**src/tls_pkg.sv**
```systemverilog
`default_nettype none

package tls_pkg;

  localparam int unsigned GREEN_W = 8;
  localparam int unsigned PED_W   = 7;
  localparam int unsigned SECS_W  = 8;
  localparam int unsigned CFG_W   = 8;
  localparam int unsigned REG_IDX_W = 3;

  localparam int unsigned YELLOW_SECONDS_DEF     = 3;
  localparam int unsigned NIGHT_NSLT_SECONDS_DEF = 4;
  localparam int unsigned NIGHT_EWLT_SECONDS_DEF = 4;

  // longest chain of zero-time phase changes within one tick is three
  localparam int unsigned ADV_STEPS = 4;

  localparam logic [REG_IDX_W-1:0] REG_DAY_NS_GREEN   = 3'd0;
  localparam logic [REG_IDX_W-1:0] REG_DAY_EW_GREEN   = 3'd1;
  localparam logic [REG_IDX_W-1:0] REG_DAY_NSLT_GREEN = 3'd2;
  localparam logic [REG_IDX_W-1:0] REG_DAY_EWLT_GREEN = 3'd3;
  localparam logic [REG_IDX_W-1:0] REG_NIGHT_NS_GREEN = 3'd4;
  localparam logic [REG_IDX_W-1:0] REG_NIGHT_EW_GREEN = 3'd5;
  localparam logic [REG_IDX_W-1:0] REG_PED_NS_SECONDS = 3'd6;
  localparam logic [REG_IDX_W-1:0] REG_PED_EW_SECONDS = 3'd7;

  typedef enum logic [1:0] {
    LAMP_OFF    = 2'd0,
    LAMP_RED    = 2'd1,
    LAMP_GREEN  = 2'd2,
    LAMP_YELLOW = 2'd3
  } lamp_code_t;

  typedef enum logic [12:0] {
    PH_START  = 13'h0001,
    PH_NS_PED = 13'h0002,
    PH_NS_G   = 13'h0004,
    PH_NS_Y   = 13'h0008,
    PH_EWLT_G = 13'h0010,
    PH_EWLT_Y = 13'h0020,
    PH_EW_PED = 13'h0040,
    PH_EW_G   = 13'h0080,
    PH_EW_Y   = 13'h0100,
    PH_NSLT_G = 13'h0200,
    PH_NSLT_Y = 13'h0400,
    PH_FL_RED = 13'h0800,
    PH_FL_OFF = 13'h1000
  } phase_t;

  typedef struct packed {
    logic light_is_day;
    logic ns_ped_press;
    logic ew_ped_press;
    logic ewlt_car;
    logic nslt_car;
    logic flash_press;
  } tick_t;

  typedef struct packed {
    lamp_code_t       ns_lamp;
    lamp_code_t       nslt_lamp;
    lamp_code_t       ew_lamp;
    lamp_code_t       ewlt_lamp;
    logic             day_indicator;
    logic             ped_active;
    logic             ped_direction;
    logic [PED_W-1:0] countdown;
    logic             beep;
  } lamp_t;

  typedef struct packed {
    logic [GREEN_W-1:0] day_ns_green;
    logic [GREEN_W-1:0] day_ew_green;
    logic [GREEN_W-1:0] day_nslt_green;
    logic [GREEN_W-1:0] day_ewlt_green;
    logic [GREEN_W-1:0] night_ns_green;
    logic [GREEN_W-1:0] night_ew_green;
    logic [PED_W-1:0]   ped_ns_seconds;
    logic [PED_W-1:0]   ped_ew_seconds;
  } cfg_t;

  typedef struct packed {
    phase_t            phase;
    logic [SECS_W-1:0] secs;
    logic              ns_pend;
    logic              ew_pend;
    logic              fl_pend;
    logic              day;
  } seq_state_t;

endpackage

`default_nettype wire

```
**src/tls_seq.sv**
```systemverilog
`default_nettype none

module tls_seq import tls_pkg::*; #(
  parameter int unsigned YELLOW_SECONDS     = YELLOW_SECONDS_DEF,
  parameter int unsigned NIGHT_NSLT_SECONDS = NIGHT_NSLT_SECONDS_DEF,
  parameter int unsigned NIGHT_EWLT_SECONDS = NIGHT_EWLT_SECONDS_DEF
) (
  input  wire logic  clk,
  input  wire logic  rst,
  input  wire logic  step,
  input  wire tick_t tick,
  input  wire cfg_t  cfg,
  output lamp_t      result
);

  localparam logic [SECS_W-1:0] YEL_S  = SECS_W'(YELLOW_SECONDS);
  localparam logic [SECS_W-1:0] NNSLT_S = SECS_W'(NIGHT_NSLT_SECONDS);
  localparam logic [SECS_W-1:0] NEWLT_S = SECS_W'(NIGHT_EWLT_SECONDS);

  seq_state_t state;
  seq_state_t state_next;

  function automatic seq_state_t go_to(seq_state_t s, phase_t p, logic [SECS_W-1:0] n);
    seq_state_t r;
    r = s;
    r.phase = p;
    r.secs = n;
    return r;
  endfunction

  function automatic seq_state_t begin_mode(seq_state_t s, cfg_t c);
    seq_state_t r;
    r = s;
    if (!r.day) begin
      r.ns_pend = 1'b0;
      r.ew_pend = 1'b0;
    end
    if (r.day && r.ns_pend) begin
      if (c.ped_ns_seconds != '0) begin
        return go_to(r, PH_NS_PED, SECS_W'(c.ped_ns_seconds));
      end
      r.ns_pend = 1'b0;
    end
    return go_to(r, PH_NS_G, r.day ? c.day_ns_green : c.night_ns_green);
  endfunction

  function automatic seq_state_t begin_ew(seq_state_t s, cfg_t c);
    seq_state_t r;
    r = s;
    if (r.day && r.ew_pend) begin
      if (c.ped_ew_seconds != '0) begin
        return go_to(r, PH_EW_PED, SECS_W'(c.ped_ew_seconds));
      end
      r.ew_pend = 1'b0;
    end
    return go_to(r, PH_EW_G, r.day ? c.day_ew_green : c.night_ew_green);
  endfunction

  function automatic seq_state_t flash_red_entry(seq_state_t s, cfg_t c);
    seq_state_t r;
    r = s;
    if (r.fl_pend) begin
      r.fl_pend = 1'b0;
      return begin_mode(r, c);
    end
    return go_to(r, PH_FL_RED, SECS_W'(1));
  endfunction

  function automatic seq_state_t advance(seq_state_t s, cfg_t c, tick_t t);
    seq_state_t r;
    r = s;
    case (s.phase)
      PH_START: begin
        r.day = t.light_is_day;
        if (r.fl_pend) begin
          r.fl_pend = 1'b0;
          r = flash_red_entry(r, c);
        end else begin
          r = begin_mode(r, c);
        end
      end
      PH_NS_PED: begin
        r.ns_pend = 1'b0;
        r = go_to(r, PH_NS_G, r.day ? c.day_ns_green : c.night_ns_green);
      end
      PH_NS_G: r = go_to(r, PH_NS_Y, YEL_S);
      PH_NS_Y: begin
        if (t.ewlt_car) begin
          r = go_to(r, PH_EWLT_G, r.day ? c.day_ewlt_green : NEWLT_S);
        end else begin
          r = begin_ew(r, c);
        end
      end
      PH_EWLT_G: r = go_to(r, PH_EWLT_Y, YEL_S);
      PH_EWLT_Y: r = begin_ew(r, c);
      PH_EW_PED: begin
        r.ew_pend = 1'b0;
        r = go_to(r, PH_EW_G, r.day ? c.day_ew_green : c.night_ew_green);
      end
      PH_EW_G: r = go_to(r, PH_EW_Y, YEL_S);
      PH_EW_Y: begin
        if (t.nslt_car) begin
          r = go_to(r, PH_NSLT_G, r.day ? c.day_nslt_green : NNSLT_S);
        end else begin
          r = go_to(r, PH_START, '0);
        end
      end
      PH_NSLT_G: r = go_to(r, PH_NSLT_Y, YEL_S);
      PH_FL_RED: r = go_to(r, PH_FL_OFF, SECS_W'(1));
      PH_FL_OFF: r = flash_red_entry(r, c);
      default: r = go_to(r, PH_START, '0);
    endcase
    return r;
  endfunction

  always_comb begin
    seq_state_t st;
    st = state;
    st.ns_pend = st.ns_pend | tick.ns_ped_press;
    st.ew_pend = st.ew_pend | tick.ew_ped_press;
    st.fl_pend = st.fl_pend | tick.flash_press;
    for (int i = 0; i < ADV_STEPS; i++) begin
      if (st.secs == '0) begin
        st = advance(st, cfg, tick);
      end
    end
    result = '0;
    result.ns_lamp = LAMP_RED;
    result.nslt_lamp = LAMP_RED;
    result.ew_lamp = LAMP_RED;
    result.ewlt_lamp = LAMP_RED;
    if (st.secs != '0) begin
      case (st.phase)
        PH_NS_PED, PH_NS_G: result.ns_lamp = LAMP_GREEN;
        PH_NS_Y: result.ns_lamp = LAMP_YELLOW;
        PH_EWLT_G: result.ewlt_lamp = LAMP_GREEN;
        PH_EWLT_Y: result.ewlt_lamp = LAMP_YELLOW;
        PH_EW_PED, PH_EW_G: result.ew_lamp = LAMP_GREEN;
        PH_EW_Y: result.ew_lamp = LAMP_YELLOW;
        PH_NSLT_G: result.nslt_lamp = LAMP_GREEN;
        PH_NSLT_Y: result.nslt_lamp = LAMP_YELLOW;
        PH_FL_OFF: begin
          result.ns_lamp = LAMP_OFF;
          result.nslt_lamp = LAMP_OFF;
          result.ew_lamp = LAMP_OFF;
          result.ewlt_lamp = LAMP_OFF;
        end
        default: ;
      endcase
      if (st.phase == PH_NS_PED || st.phase == PH_EW_PED) begin
        result.ped_active = 1'b1;
        result.beep = 1'b1;
        result.ped_direction = (st.phase == PH_EW_PED);
        result.countdown = PED_W'(st.secs - SECS_W'(1));
      end
      st.secs = st.secs - SECS_W'(1);
    end
    result.day_indicator = st.day;
    state_next = st;
  end

  always_ff @(posedge clk) begin
    if (rst) begin
      state.phase <= PH_START;
      state.secs <= '0;
      state.ns_pend <= 1'b0;
      state.ew_pend <= 1'b0;
      state.fl_pend <= 1'b0;
      state.day <= 1'b0;
    end else if (step) begin
      state <= state_next;
    end
  end

  a_start_left: assert property (@(posedge clk) disable iff (rst)
    step |=> state.phase != PH_START)
    else $error("sequencer rested in cycle start after an item");

  a_ped_day: assert property (@(posedge clk) disable iff (rst)
    step && (state_next.phase == PH_NS_PED || state_next.phase == PH_EW_PED)
      |-> state_next.day)
    else $error("pedestrian countdown in night mode");

  a_flash_pair: assert property (@(posedge clk) disable iff (rst)
    step && state.phase == PH_FL_RED && state.secs == '0
      |-> state_next.phase == PH_FL_OFF && result.ns_lamp == LAMP_OFF)
    else $error("flash red not followed by off");

endmodule

`default_nettype wire

```
**src/traffic_light_sequencer_core.sv**
```systemverilog
// Four-approach traffic light sequencer.
// Input channel tick/tick_valid/tick_ready: one item per one-second tick with
// the day comparator bit, pedestrian and flash button pulses and left-turn
// car sensors. Output channel lamp/lamp_valid/lamp_ready: one item per tick
// with the four lamp codes, day indicator and pedestrian countdown.
// The item's result sits in the output register on the cycle after
// acceptance. It takes one item per cycle while the receiver keeps up; the
// next-state logic resolves every zero-length phase of a tick in a single pass.
// A new tick is taken while the previous result is being taken; when the
// receiver stalls with a result held, tick_ready drops until it is taken.
// Timing registers are written through cfg_write/cfg_index/cfg_data; the user
// must write them only while no item is in flight, the block does not enforce it.
// Reset restores the default timings, puts the sequencer at cycle start with
// night mode latched and clears all pending requests and lamp_valid.
`default_nettype none

module traffic_light_sequencer_core import tls_pkg::*; #(
  parameter int unsigned YELLOW_SECONDS     = YELLOW_SECONDS_DEF,
  parameter int unsigned NIGHT_NSLT_SECONDS = NIGHT_NSLT_SECONDS_DEF,
  parameter int unsigned NIGHT_EWLT_SECONDS = NIGHT_EWLT_SECONDS_DEF
) (
  input  wire logic                 clk,
  input  wire logic                 rst,
  input  wire logic                 tick_valid,
  output logic                      tick_ready,
  input  wire tick_t                tick,
  output logic                      lamp_valid,
  input  wire logic                 lamp_ready,
  output lamp_t                     lamp,
  input  wire logic                 cfg_write,
  input  wire logic [REG_IDX_W-1:0] cfg_index,
  input  wire logic [CFG_W-1:0]     cfg_data
);

  cfg_t  cfg;
  lamp_t result;
  logic  step;

  assign tick_ready = !lamp_valid || lamp_ready;
  assign step = tick_valid && tick_ready;

  always_ff @(posedge clk) begin
    if (rst) begin
      cfg.day_ns_green <= GREEN_W'(8);
      cfg.day_ew_green <= GREEN_W'(7);
      cfg.day_nslt_green <= GREEN_W'(5);
      cfg.day_ewlt_green <= GREEN_W'(6);
      cfg.night_ns_green <= GREEN_W'(6);
      cfg.night_ew_green <= GREEN_W'(5);
      cfg.ped_ns_seconds <= PED_W'(9);
      cfg.ped_ew_seconds <= PED_W'(7);
    end else if (cfg_write) begin
      case (cfg_index)
        REG_DAY_NS_GREEN:   cfg.day_ns_green <= cfg_data;
        REG_DAY_EW_GREEN:   cfg.day_ew_green <= cfg_data;
        REG_DAY_NSLT_GREEN: cfg.day_nslt_green <= cfg_data;
        REG_DAY_EWLT_GREEN: cfg.day_ewlt_green <= cfg_data;
        REG_NIGHT_NS_GREEN: cfg.night_ns_green <= cfg_data;
        REG_NIGHT_EW_GREEN: cfg.night_ew_green <= cfg_data;
        REG_PED_NS_SECONDS: cfg.ped_ns_seconds <= cfg_data[PED_W-1:0];
        REG_PED_EW_SECONDS: cfg.ped_ew_seconds <= cfg_data[PED_W-1:0];
        default: ;
      endcase
    end
  end

  tls_seq #(
    .YELLOW_SECONDS    (YELLOW_SECONDS),
    .NIGHT_NSLT_SECONDS(NIGHT_NSLT_SECONDS),
    .NIGHT_EWLT_SECONDS(NIGHT_EWLT_SECONDS)
  ) u_seq (
    .clk   (clk),
    .rst   (rst),
    .step  (step),
    .tick  (tick),
    .cfg   (cfg),
    .result(result)
  );

  always_ff @(posedge clk) begin
    if (rst) begin
      lamp_valid <= 1'b0;
    end else if (tick_ready) begin
      lamp_valid <= tick_valid;
    end
  end

  always_ff @(posedge clk) begin
    if (step) begin
      lamp <= result;
    end
  end

endmodule

`default_nettype wire

```
**config.mk**
```make
export PLATFORM = sky130hd
export DESIGN_NAME = traffic_light_sequencer_core
export DESIGN_NICKNAME = d
export VERILOG_FILES = /design/src/tls_pkg.sv /design/src/tls_seq.sv /design/src/traffic_light_sequencer_core.sv
export SDC_FILE = /design/constraint.sdc
export NUM_CORES = 1
export LEC_CHECK = 0
export BUFFER_PORTS_ARGS = -buffer_cell sky130_fd_sc_hd__clkbuf_2
export CORE_AREA = 3 3 183 131
export CTS_CLUSTER_SIZE = 20
export DETAILED_ROUTE_END_ITERATION = 10
export DIE_AREA = 0 0 186 134
export GPL_TIMING_DRIVEN = 0
export PLACE_DENSITY_LB_ADDON = 0.1
export SLEW_MARGIN = 10
export SYNTH_ARGS = -nofsm -noshare
export SYNTH_HDL_FRONTEND = slang
export SYNTH_SLANG_ARGS = --single-unit
```
**constraint.sdc**
```tcl
create_clock -name clk -period 11.2 [get_ports clk]
set_input_delay 0 -clock clk [delete_from_list [all_inputs] [get_ports clk]]
set_output_delay 0 -clock clk [all_outputs]
set_load 0.01 [all_outputs]
```
======== Word level (Yosys, flattened, before mapping) ========
Cells that the tools add are included.
W data, S select, Z words.
word-level totals
  register bits after elaboration ......... 107
  input port bits ......................... 22
  output and inout bits ................... 21
  logic and storage cells ................. 430
operators by class
  add/sub/neg operators ................... 1
  equal/unequal tests ..................... 66
  mux-type cells .......................... 301
  bitwise logic cells ..................... 3
  reductions and logical operators ........ 35
operators by type and width
  operator                count
  $mux W25                60
  $pmux W25 S12           4
  $mux W1                 178
  $mux W8                 18
  $mux W22                4
  $eq A13 B10 Y1 const B  5
  $eq A13 B13 Y1 const B  5
  $eq A13 B2 Y1 const B   5
  $eq A13 B3 Y1 const B   5
  $eq A13 B4 Y1 const B   5
  $eq A13 B5 Y1 const B   5
  $eq A13 B6 Y1 const B   5
  $eq A13 B7 Y1 const B   5
  $eq A13 B8 Y1 const B   5
  $eq A13 B9 Y1 const B   5
  $mux W2                 32
  $eq A13 B1 Y1 const B   4
  $eq A13 B12 Y1 const B  4
  $logic_not A8 Y1        4
  $pmux W2 S3             4
  $reduce_and A2 Y1       9
  $reduce_bool A7 Y1      2
  $eq A13 B11 Y1 const B  1
  $logic_and A1 B1 Y1     13
  other kinds (11)        19

======== Longest topological paths before layout ========
  depth after elaboration ................. 80
  depth in mapped cells ................... 23
  mapped depth without buffers ............ 17

======== Hierarchy ========
Synthesis repeated with hierarchy kept, for this count alone.
unflattened totals
  cells, all modules ...................... 1032
  area total of the unflattened synthesis .. 8519.4 sq um
by module, submodules not included
  module                        instances  cells each  area each (sq um)  sequential area each (sq um)
  tls_seq                       1          781         5446.5             500.5
  traffic_light_sequencer_core  1          251         3072.9             1831.8

======== Worst setup path after synthesis ========
Ideal clock, no wire load.
  path kind ............................... register -> register
  start point ............................. register u_seq.state[13] (netlist bit)
  end point ............................... register u_seq.state[8] (netlist bit)
  library setup time ...................... 70 ps
  data arrival time ....................... 4712 ps
  data required time ...................... 11130 ps
  slack ................................... 6417 ps
  cell stages (with the launch flop) ...... 21
  path buffers ............................ 3
  clock period less this slack ............ 4783 ps
  cells stage by stage .................... dfxtp_1 > buf_2 > or4_4 > buf_6 > nor3_2 > a22oi_2 > o21a_4 > o21ai_4 > mux2_4 > a22o_1 > nor4_1 > o21ai_1 > or4_1 > buf_4 > nand2b_1 > nor2b_1 > ha_1 > nor3b_1 > xnor2_1 > or3_1 > a21oi_1
on the way
  longest elaborated chain between the ends .. 47
  elaborated cells between the ends (all ways) .. 216
  those cells by class .................... add/sub: 1; eq/ne: 48; mux: 154; reduce/logical: 13
ends and longest elaborated chain
  element                                              RTL line        source
  start: declaration                                   tls_seq.sv:20   seq_state_t state;
  start signal: assignment                             tls_seq.sv:171  state <= state_next;
  $eq A13 B13 Y1, or another cell as far along         --
  $pmux W25 S12                                        tls_seq.sv:72   case (s.phase)
  $mux W25 *                                           tls_seq.sv:123  if (st.secs == '0) begin
  $mux W2                                              tls_seq.sv:34   if (!r.day) begin
  $mux W2                                              tls_seq.sv:62   if (r.fl_pend) begin
  $mux W2                                              tls_seq.sv:72
  $mux W2                                              tls_seq.sv:123
  $logic_and A1 B1 Y1                                  tls_seq.sv:38   if (r.day && r.ns_pend) begin
  [... 31 more ...]                                    --
  $mux W1                                              tls_seq.sv:123
  $mux W25                                             tls_seq.sv:44   return go_to(r, PH_NS_G, r.day ? c.day_ns_green : c.night_ns_green);
  $mux W25                                             tls_seq.sv:62
  $mux W25                                             tls_seq.sv:66   return go_to(r, PH_FL_RED, SECS_W'(1));
  $pmux W25 S12                                        tls_seq.sv:72
  $mux W25 *                                           tls_seq.sv:123
  $sub A8 B1 Y8 or $reduce_bool A8 Y1 (tied branches)  --
  $mux W8 *                                            tls_seq.sv:132  if (st.secs != '0) begin
Mark *: on every way between the ends. The rest lies on a longest branch, timed or not. The select of a mux whose other input is x is not followed.
A chain may end at the register's enable or synchronous reset.

======== Worst setup path after layout ========
  start point ............................. register u_seq.state[15] (netlist bit)
  end point ............................... register u_seq.state[8] (netlist bit)
Same word-level chain as after synthesis.

==> results.md <==
- Vias in the first global route: 9095
- Register area share after synthesis: 25.92%
- Worst Setup EP: u_seq.state[8]$_SDFFE_PP0P_
- Clk sinks: 106
- Die Span X: 186 um
- Syn-to-layout area delta: 10.06%
- Clock Skews: between 15 and 20 ps
- Wire length per cell: 31.50 um
- R2r worst-path depth: 20
- Largest net degree at the start of global routing: 28
- Io pins: 43
- First-pass GRT wire length: about 66 mm
- Post-DP HPWL: about 36 mm
- RSZ-0062 raised after global routing: no
- Via count: 10.11k
- Relative slew margins: 13.44%
- Compound-gate portion of the synthesized area: 26.56%
- Post-place instance area: 9419 sq um
- Leading cell type in the layout, fill and taps excluded: nand2_1
- VDD IR max: 0.1512 mV
- CTS Buffer Depth: 2
- Highest-count cells in the layout ignoring fill and taps: nand2_1 (164), nor2_1 (103), dfxtp_1 (88)
- Fin crit period: 6737 ps
- Initial antenna violation count: 0
- EDFF count, synth: 18
- Synth async-reset ratio: 0%
- Crit Path Class: register to register
- Simple-gate share of the synthesized area: 34.25%
- CP Launch Point: u_seq.state[15]$_SDFFE_PP0P_
- Row count: 46
- DRT iter0 DRCs: 1632
- DRC errors left: 0
- Max Fanout on Critical Path: 10
- Synth Net Count: around 1.1k
- Type of the tightest min-delay check: primary input to register
- DR pass1 iterations: 5
- Post-route cell area: about 10000 sq um
- Setup violations, final: 0
- Die area: about 25000 sq um
- Avg Cell Area, Syn: 7.901 sq um
- Filler instances: 2373
- CTS tree: done
- Leakage: 3.457 nW
- GR Overflow Total: 0
- WP data arrival: 7050 ps
- Register area: 2302 sq um
- Clock root buffer: clkbuf_16
- Main combinational cell family by area after synthesis: simple AND/OR/NAND/NOR gates
- CP Capture Type: register
- Run status: completed
- Ys flop type: dfxtp_1
- RR Endpoint: u_seq.state[8]$_SDFFE_PP0P_
- Total GRT Usage: 36.61%
- Final Cycle Share: about three fifths
- Synth warn: 0
- Post-DR vias/cell: between 6 and 7
- Adder-Cell Fraction of Synth Area: less than 1%
- Ratio of cells with drive above 1 in the final layout: 15.97%
- #FFs+latches synth: between 100 and 150
- Worst EP required: ~12000 ps
- DP Cell Count: between 1k and 1.5k
- Initial Util: 39.57%
- DRT antenna net count: 0
- Clk Latency, worst-skew pair: roughly 390 ps
- Post-Syn Area: 8881 sq um
- Routed WL: 46.14 mm
- Core Box Area: 22450 sq um
- Max cap viols: 0
- Die Y: 134 um
- Crit path largest cell delay: 610 ps
- Power Density: 265.0 nW/um^2
- Cell variety after synth: 118
- RR Startpoint: u_seq.state[15]$_SDFFE_PP0P_
- Footprint of the multi-input gates: a little over 6000 sq um
- N_diodes: 0
- FMAX: 0.1484 GHz
- Crit-path cells: buf_2 > clkbuf_1 > or4b_1 > o311ai_0 > a22oi_1 > o211ai_1 > nor4_1 > o2111ai_1 > nand2_1 > nand2_1 > a22oi_1 > or4_1 > buf_4 > nand2b_1 > nor2b_1 > ha_1 > nor3b_1 > xnor2_1 > or3_1 > a21oi_1
- Measured slew at the worst slew-check pin: about 1300 ps
- Final #Nets: 1196
- R2R Setup Slk: between 4000 and 5000 ps
- CTS Buf Count: 9
- Crit start category: register
- H-tree Lvls: 3
- Post-CTS Setup Bufs: 0
- TNS Setup: 0 ps
- Max Slew Vio Count: 0
- Post-synthesis xor/xnor area fraction: 0.8876%
- RePlAce Congestion: 1.038
- Final hold vios: 0
- Post-synthesis cell count: 1124
- Share of cell area taken by muxes after synthesis: 6.692%
- Clock-pin slew on the worst setup and hold paths: about 80 ps
- CP max-delay cell: nor4_1
- Port Buffers: 33
- Post-route insts no fill: 1465
## registers in the layout, indices dropped and copies added, names as in the netlist
name	flops
lamp_valid	1
u_seq.state	25
lamp	18
cfg	62
## where the power goes
group	switching (mW)	total [mW]	internal, mW
Combinational	1.22	1.76	0.534
Sequential	0.0558	0.483	0.427
Clock	0.186	0.351	0.165
## worst min-delay path by stage
| stage | from | end | slack [ps] | cells after the start |
|---|---|---|---|---|
| final | cfg_data[2] | cfg[56]$_SDFFE_PP0P_ | 50 | 3 |
| after global routing | cfg_data[2] | cfg[56]$_SDFFE_PP0P_ | 90 | 3 |
| after global placement | tick_valid | lamp_valid$_SDFFE_PP0N_ | 240 | 3 |
| after detailed placement | tick_valid | lamp_valid$_SDFFE_PP0N_ | 240 | 3 |
| after CTS | cfg_data[2] | cfg[56]$_SDFFE_PP0P_ | 60 | 3 |
| after floorplan | tick_valid | lamp_valid$_SDFFE_PP0N_ | 130 | 2 |
## cell families (layout without fill, tap and decap cells)
kind of cell,Yosys count,in the layout
xor+xnor,9,9
fa+ha+maj,3,3
mux,57,57
simple gates,542,542
buf+inv,95,148
flops,106,106
compound gates,312,312
## worst max-delay path: cells and delay by family, from the launching register on
| kind | cells | cell delay (ps) |
|---|---|---|
| buf+inv | 3 | 1020 |
| compound gates | 6 | 2010 |
| xor+xnor | 1 | 160 |
| simple gates | 9 | 2690 |
| flops | 1 | 580 |
| fa+ha+maj | 1 | 210 |
## cell usage after synthesis, types with 15 or more instances
master,number,share of area [%]
nand3_1,41,2.3
nand3b_1,19,1.6
o21ai_0,24,1.4
a21oi_1,85,4.8
edfxtp_1,18,6.1
nor3_1,29,1.6
dfxtp_1,88,20
nand2_1,164,6.9
mux2i_1,41,4.6
inv_1,17,0.72
nand4_1,16,1.1
buf_2,21,1.2
o211ai_1,15,1.3
nor4_1,19,1.3
clkbuf_1,25,1.1
nor2_1,103,4.4
nor2b_1,18,1.3
## through the flow
step                setup WS, ps  power (mW)  util (%)  hold slack (ps)
finish                      4463       2.591     43.55            52.99
global route                4256       2.699     43.55            94.65
CTS                         4800       2.511     43.50            58.18
detailed placement          4849       2.154     41.96            243.1
global placement            4759       2.165     41.91            240.3
floorplan                   6417       1.620         -            129.5
## layout make-up
class / instances / share of cell area, %
Buffer: 77 / 4.135
Sequential cell: 106 / 23.55
Tap cell: 288 / 3.687
Multi-Input combinational cell: 923 / 62.72
Inverter: 18 / 0.6912
Timing Repair Buffer: 37 / 2.099
Clock buffer: 10 / 2.445
Clock inverter: 6 / 0.6656
## timing repair
item | in CTS | in global routing
hold buffers | 4 | 0
resized for setup | 0 | 0
hold endpoints to repair | 8 | 0
## metal layers
layer | up-vias | global-route usage, % | wire length (um) | share of wire, %
li1 | 4365 | - | - | -
met4 | 0 | 8.516 | 1146 | 2.5
met2 | 793 | 46.26 | 17000 | 37
met3 | 82 | 15.70 | 7063 | 15
met1 | 4865 | 55.94 | 20930 | 45
met5 | - | 0 | 0 | 0
(Power assumes the default switching activity.)
